$ cat src/rtl/sorted_array_key_counter_macros.svh
// Assertion macros used by the sorted array key counter search sequencer.
`ifndef SORTED_ARRAY_KEY_COUNTER_MACROS_SVH
`define SORTED_ARRAY_KEY_COUNTER_MACROS_SVH

// Same-cycle implication, sampled on clk, off while arst_n is low.
`define SAKC_ASSERT_NOW(lbl, ante, cons, msg) \
	lbl: assert property (@(posedge clk) disable iff (!arst_n) (ante) |-> (cons)) \
		else $error(msg);

// Next-cycle implication, sampled on clk, off while arst_n is low.
`define SAKC_ASSERT_NEXT(lbl, ante, cons, msg) \
	lbl: assert property (@(posedge clk) disable iff (!arst_n) (ante) |=> (cons)) \
		else $error(msg);

`endif

$ cat src/rtl/sakc_pkg.sv
// Package: sizes, codes, types and helpers for the sorted array key counter.
package sakc_pkg;

	localparam int DEPTH         = 1024;
	localparam int ELEMENT_WIDTH = 32;
	localparam int VALUE_W       = 32;
	localparam int OP_W          = 2;
	localparam int ADDR_W        = (DEPTH > 1) ? $clog2(DEPTH) : 1;
	localparam int LEN_W         = $clog2(DEPTH + 1);

	localparam logic [LEN_W-1:0] DEPTH_L = LEN_W'(DEPTH);

	typedef logic signed [ELEMENT_WIDTH-1:0] elem_t;
	typedef logic [LEN_W-1:0]                len_t;
	typedef logic [ADDR_W-1:0]               addr_t;

	typedef enum logic [OP_W-1:0] {
		OP_APPEND = 2'd0,
		OP_COUNT  = 2'd1,
		OP_CLEAR  = 2'd2,
		OP_NONE   = 2'd3
	} op_t;

	typedef enum logic [0:0] {
		C_IDLE,
		C_BUSY
	} ctl_state_t;

	typedef enum logic [1:0] {
		S_IDLE,
		S_ADDR,
		S_CMP
	} srch_state_t;

	// Search request from the controller.
	typedef struct packed {
		logic  go;
		elem_t key;
	} sakc_cmd_t;

	// Search result back to the controller.
	typedef struct packed {
		logic valid;
		len_t count;
	} sakc_res_t;

	// Sign-extend the input word, then keep ELEMENT_WIDTH bits.
	function automatic elem_t to_elem(input logic signed [VALUE_W-1:0] v);
		logic signed [63:0] wide;
		wide = 64'(v);
		return elem_t'(wide[ELEMENT_WIDTH-1:0]);
	endfunction

endpackage

$ cat src/rtl/sakc_search.sv
// Search sequencer: lower and upper bound passes over the store, one shared compare.
`include "sorted_array_key_counter_macros.svh"
module sakc_search
	import sakc_pkg::*;
(
	input  logic      clk,
	input  logic      arst_n,
	input  sakc_cmd_t cmd,
	input  len_t      len,
	output logic      rd_en,
	output addr_t     rd_addr,
	input  elem_t     rd_data,
	output sakc_res_t res
);

	srch_state_t state_q, state_d;
	elem_t       key_q;
	len_t        len_q;
	len_t        lo_q, lo_d;
	len_t        hi_q, hi_d;
	len_t        mid_q;
	len_t        first_q;
	logic        upper_q, upper_d;
	logic        res_valid_q, res_valid_d;
	len_t        count_q;
	len_t        mid;
	logic        go_right;
	logic        load;
	logic        end_lower;

	assign mid      = lo_q + ((hi_q - lo_q) >> 1);
	// Shared compare: strict for the lower pass.
	assign go_right = upper_q ? (rd_data <= key_q) : (rd_data < key_q);

	always_comb begin
		state_d     = state_q;
		lo_d        = lo_q;
		hi_d        = hi_q;
		upper_d     = upper_q;
		res_valid_d = 1'b0;
		rd_en       = 1'b0;
		rd_addr     = mid[ADDR_W-1:0];
		load        = 1'b0;
		end_lower   = 1'b0;
		unique case (state_q)
			S_IDLE: begin
				if (cmd.go) begin
					load    = 1'b1;
					lo_d    = '0;
					hi_d    = len;
					upper_d = 1'b0;
					state_d = S_ADDR;
				end
			end
			S_ADDR: begin
				if (lo_q < hi_q) begin
					rd_en   = 1'b1;
					state_d = S_CMP;
				end else if (!upper_q) begin
					end_lower = 1'b1;
					lo_d      = '0;
					hi_d      = len_q;
					upper_d   = 1'b1;
				end else begin
					res_valid_d = 1'b1;
					state_d     = S_IDLE;
				end
			end
			S_CMP: begin
				if (go_right) begin
					lo_d = mid_q + LEN_W'(1);
				end else begin
					hi_d = mid_q;
				end
				state_d = S_ADDR;
			end
			default: begin
				state_d = S_IDLE;
			end
		endcase
	end

	always_ff @(posedge clk or negedge arst_n) begin
		if (!arst_n) begin
			state_q     <= S_IDLE;
			res_valid_q <= 1'b0;
			upper_q     <= 1'b0;
		end else begin
			state_q     <= state_d;
			res_valid_q <= res_valid_d;
			upper_q     <= upper_d;
		end
	end

	always_ff @(posedge clk) begin
		lo_q <= lo_d;
		hi_q <= hi_d;
		if (load) begin
			key_q <= cmd.key;
			len_q <= len;
		end
		if (rd_en) begin
			mid_q <= mid;
		end
		if (end_lower) begin
			first_q <= lo_q;
		end
		if (res_valid_d) begin
			count_q <= (lo_q > first_q) ? (lo_q - first_q) : '0;
		end
	end

	assign res.valid = res_valid_q;
	assign res.count = count_q;

	`SAKC_ASSERT_NOW(a_rd_in_range, rd_en, mid < len_q, "read beyond filled part")
	`SAKC_ASSERT_NOW(a_count_bound, res.valid, res.count <= len_q, "count exceeds length")
	`SAKC_ASSERT_NEXT(a_strobe_once, res.valid, !res.valid, "result strobe longer than one cycle")
	`SAKC_ASSERT_NOW(a_window_open, state_q == S_CMP, lo_q < hi_q, "compare with empty window")

endmodule

$ cat config.mk
export PLATFORM = sky130hd
export DESIGN_NAME = sakc_search
export DESIGN_NICKNAME = d
export VERILOG_FILES = /design/src/rtl/sakc_pkg.sv /design/src/rtl/sakc_search.sv
export VERILOG_INCLUDE_DIRS = /design/src /design/src/rtl
export SDC_FILE = /design/constraint.sdc
export NUM_CORES = 1
export LEC_CHECK = 0
export BUFFER_PORTS_ARGS = -buffer_cell sky130_fd_sc_hd__buf_2
export CORE_MARGIN = 10
export CORE_UTILIZATION = 35
export DETAILED_ROUTE_END_ITERATION = 10
export PLACE_DENSITY = 0.62
export SLEW_MARGIN = 5
export SYNTH_ARGS = -nofsm -noshare
export SYNTH_HDL_FRONTEND = slang
export SYNTH_SLANG_ARGS = --single-unit
$ cat constraint.sdc
create_clock -name clk -period 11.5 [get_ports clk]
set_clock_uncertainty 0.2 [all_clocks]
set_input_delay 1.15 -clock clk [delete_from_list [all_inputs] [get_ports clk]]
set_output_delay 1.15 -clock clk [all_outputs]
set_load 0.05 [all_outputs]
==> flow_summary_export.csv <==
group,metric,value,unit
timing,setup-tns-final,0,ns
cells_and_area,num-fill-cells,1653,
cells_and_area,drive_above_1_share,19.94,%
yosys,ys_warn_count,0,
cells_and_area,seqCellArea,3043,um2
yosys,synthFlopType,"edfxtp_1",
clock_tree,cts_inserted_buffers,9,
detailed_routing,drtPass1Iterations,6,
run_status,status,"completed",
die,core,16700,um2
global_routing,grt_overflow_total,0,
critical_path,crit_type,"reg -> out",
timing,timing.fmax,185.4,MHz
critical_path,arrival,4.04,ns
cells_and_area,area_delta_synth_final,16.42,%
clock_tree,cts_resized,0,
timing,hold_violations,0,
critical_path,setup.worst_path.end_class,"output port",
yosys,synth-async-reset-ratio,3.922,%
placement,dpl.hpwl,10.37,mm
detailed_routing,drt-initial-drc-count,167,
cells_and_area,nets,777,
critical_path,crit_path_max_fanout,5,
detailed_routing,vias,4147,
detailed_routing,routed_wl,12.85,mm
global_routing,grt_pass1_vias,4229,
critical_path,crit_family,"compound AO/OA/AOI/OAI gates",
detailed_routing,drc_errors,0,
global_routing,top_usage_layer,"met2",
yosys,ys_seq_area_share,50.74,%
yosys,synth_cell_types,49,
cells_and_area,final_common_cell,"buf_2",
clock_tree,clkTransAtPathRegs,0.07,ns
yosys,synth_top_area_cell,"edfxtp_1",
placement,io_buffer_count,100,
clock_tree,cts_tree,"yes",
placement,place_congestion,0.8749,
global_routing,grt_start_max_net_pins,46,
critical_path,critical-path-max-stage-delay,0.49,ns
detailed_routing,viasPerCell,4.856,
clock_tree,cts_sinks,102,
clock_tree,cts_root_buf,"clkbuf_16",
worst_hold_path,hp-class,"reg -> reg",
critical_path,cp_slowest_cell,"edfxtp_1",
timing,rsz0062_at_grt,"no",
die,die_w,150.9,um
clock_tree,hold_buffers,0,
cells_and_area,final_cell_mix,"buf_2, edfxtp_1, inv_1, ha_1, a21oi_1",
yosys,synth_area,5997,um2
critical_path,worst-path-buf-inv,2,
timing,finalSetupViolCount,0,
clock_tree,postCtsSetupBuffers,0,
global_routing,grt_use_met2,18.26,%
flow_run,maxCapViolCount,0,
timing,whs,0.3439,ns
yosys,netlist_instances,532,
die,die_y,150.9,um
timing,worstMarginPinSlew,1.007,ns
yosys,ys_ff_latch,102,
die,start_util,35.91,%
critical_path,start_kind,"flop",
yosys,synth_nets,682,
yosys,synth_edf_count,98,
global_routing,grt_use_met1,13.87,%
timing,slew_viol_final,0,
die,num_rows,47,
clock_tree,insertion_delay,0.35,ns
timing,period_share,46.91,%
clock_tree,htree_levels,3,
detailed_routing,post_drt_wl_per_cell,15.05,um
detailed_routing,ant_nets,0,
critical_path,crit_chain,"inv_1 > ha_1 > nor2b_1 > o31ai_1 > nand2b_1 > a21o_1 > a31oi_1 > xnor2_1 > ha_1 > or2_2 > o31a_1 > a31oi_1 > o21ai_0 > xor2_1 > buf_2",
die,ioPinCount,101,
critical_path,cp_data_required_time,10.15,ns
clock_tree,clockBufferDepth,2,
yosys,synth_area_leaders,"edfxtp_1, ha_1, inv_1",
timing,max_slew_margin,32.65,%
global_routing,grt_pass1_wl,20.93,mm
global_routing,met3_usage,5.519,%
yosys,yosysTopAreaCellShare,49.07,%
timing,fin_crit,5.395,ns
cells_and_area,multi_input_area,2584,um2
global_routing,antenna_found_initial,1,
yosys,syn_area_per_cell,11.27,um2
global_routing,gr-usage-all-layers,11.64,%
die,die-area,22770,um2
layout make-up:
class | count | area share (%)
multi-input cells | 342 | 37.01
diodes | 2 | 0.07168
well taps | 220 | 3.943
clock inverters | 7 | 1.022
repair buffers | 102 | 7.384
inverters | 70 | 3.763
flip-flops and latches | 102 | 43.58
clock buffers | 9 | 3.226
kinds of logic after synthesis:
family                     after synthesis  share of synthesized area [%]
DFF                                    102                          50.74
and+or+nand+nor                        124                          10.37
buffers and inverters                   88                          6.197
AOI/OAI and AO/OA                      118                          13.21
xor gates and xnor gates                28                          4.089
adders and majority gates               72                          15.40
state kept, by name (all words and copies together) (netlist names):
name,cells
state_q,2
count_q,11
lo_q,11
hi_q,11
res_valid_q,1
upper_q,1
first_q,11
key_q,32
mid_q,11
len_q,11
layer usage:
metal	wire length [um]	up-vias
met5	0	-
li1	-	2121
met3	1228	10
met1	5616	1894
met2	5823	122
met4	181	0
worst reg2reg max path, delay by kind of cell, from the launching register on:
family,cells,cell delay (ns)
xor+xnor,1,0.11
buf+inv,1,0.22
flops,1,0.49
fa+ha+maj,2,0.57
compound gates,8,1.91
simple gates,1,0.14
cell usage after synthesis (2+ instances only):
library cell,n
edfxtp_1,98
inv_1,70
ha_1,69
a21oi_1,40
nor2_1,33
nand2_1,21
xnor2_1,18
o21ai_0,15
nand3_1,13
a22oi_1,11
buf_4,11
nand4_1,10
nor3_1,10
xor2_1,10
and2_1,8
nor2b_1,8
a21o_1,7
clkbuf_1,7
or3_1,7
a31oi_1,6
or2_2,5
a21boi_0,4
dfrtp_1,4
o211ai_1,4
o21a_1,4
o31ai_1,4
a211oi_1,3
fa_1,3
o21bai_1,3
a2111oi_0,2
a221oi_1,2
and3_1,2
and4_1,2
nor3b_1,2
o32ai_1,2
worst paths after layout:
kind / from / to / slack [ns] / cells past startpoint
worst max-delay path: lo_q[1] / rd_addr[9] / 6.11 / 15
worst min-delay path: lo_q[0] / first_q[0] / 0.34 / 0
worst max register to register: lo_q[1] / mid_q[10] / 7.59 / 13
worst min register to register: lo_q[0] / first_q[0] / 0.34 / 0
max in group asynchronous: arst_n / res_valid_q / 10.59 / 1
min in group asynchronous: arst_n / state_q[0] / 0.39 / 1
per-stage QoR:
stage | instance area (um2) | setup slack [ns] | util, % | std cells
detailed placement | 6680 | 6.501 | 40.00 | 836
finish | 6982 | 6.105 | 41.80 | 854
global placement | 6680 | 6.600 | 40.00 | 836
CTS | 6977 | 6.092 | 41.77 | 852
global route | 6977 | 5.829 | 41.77 | 852
floorplan | 5997 | 6.965 | - | 532
Power is not shown: default switching activity piles up to over one toggle a cycle in this logic, so the estimate is an artifact.
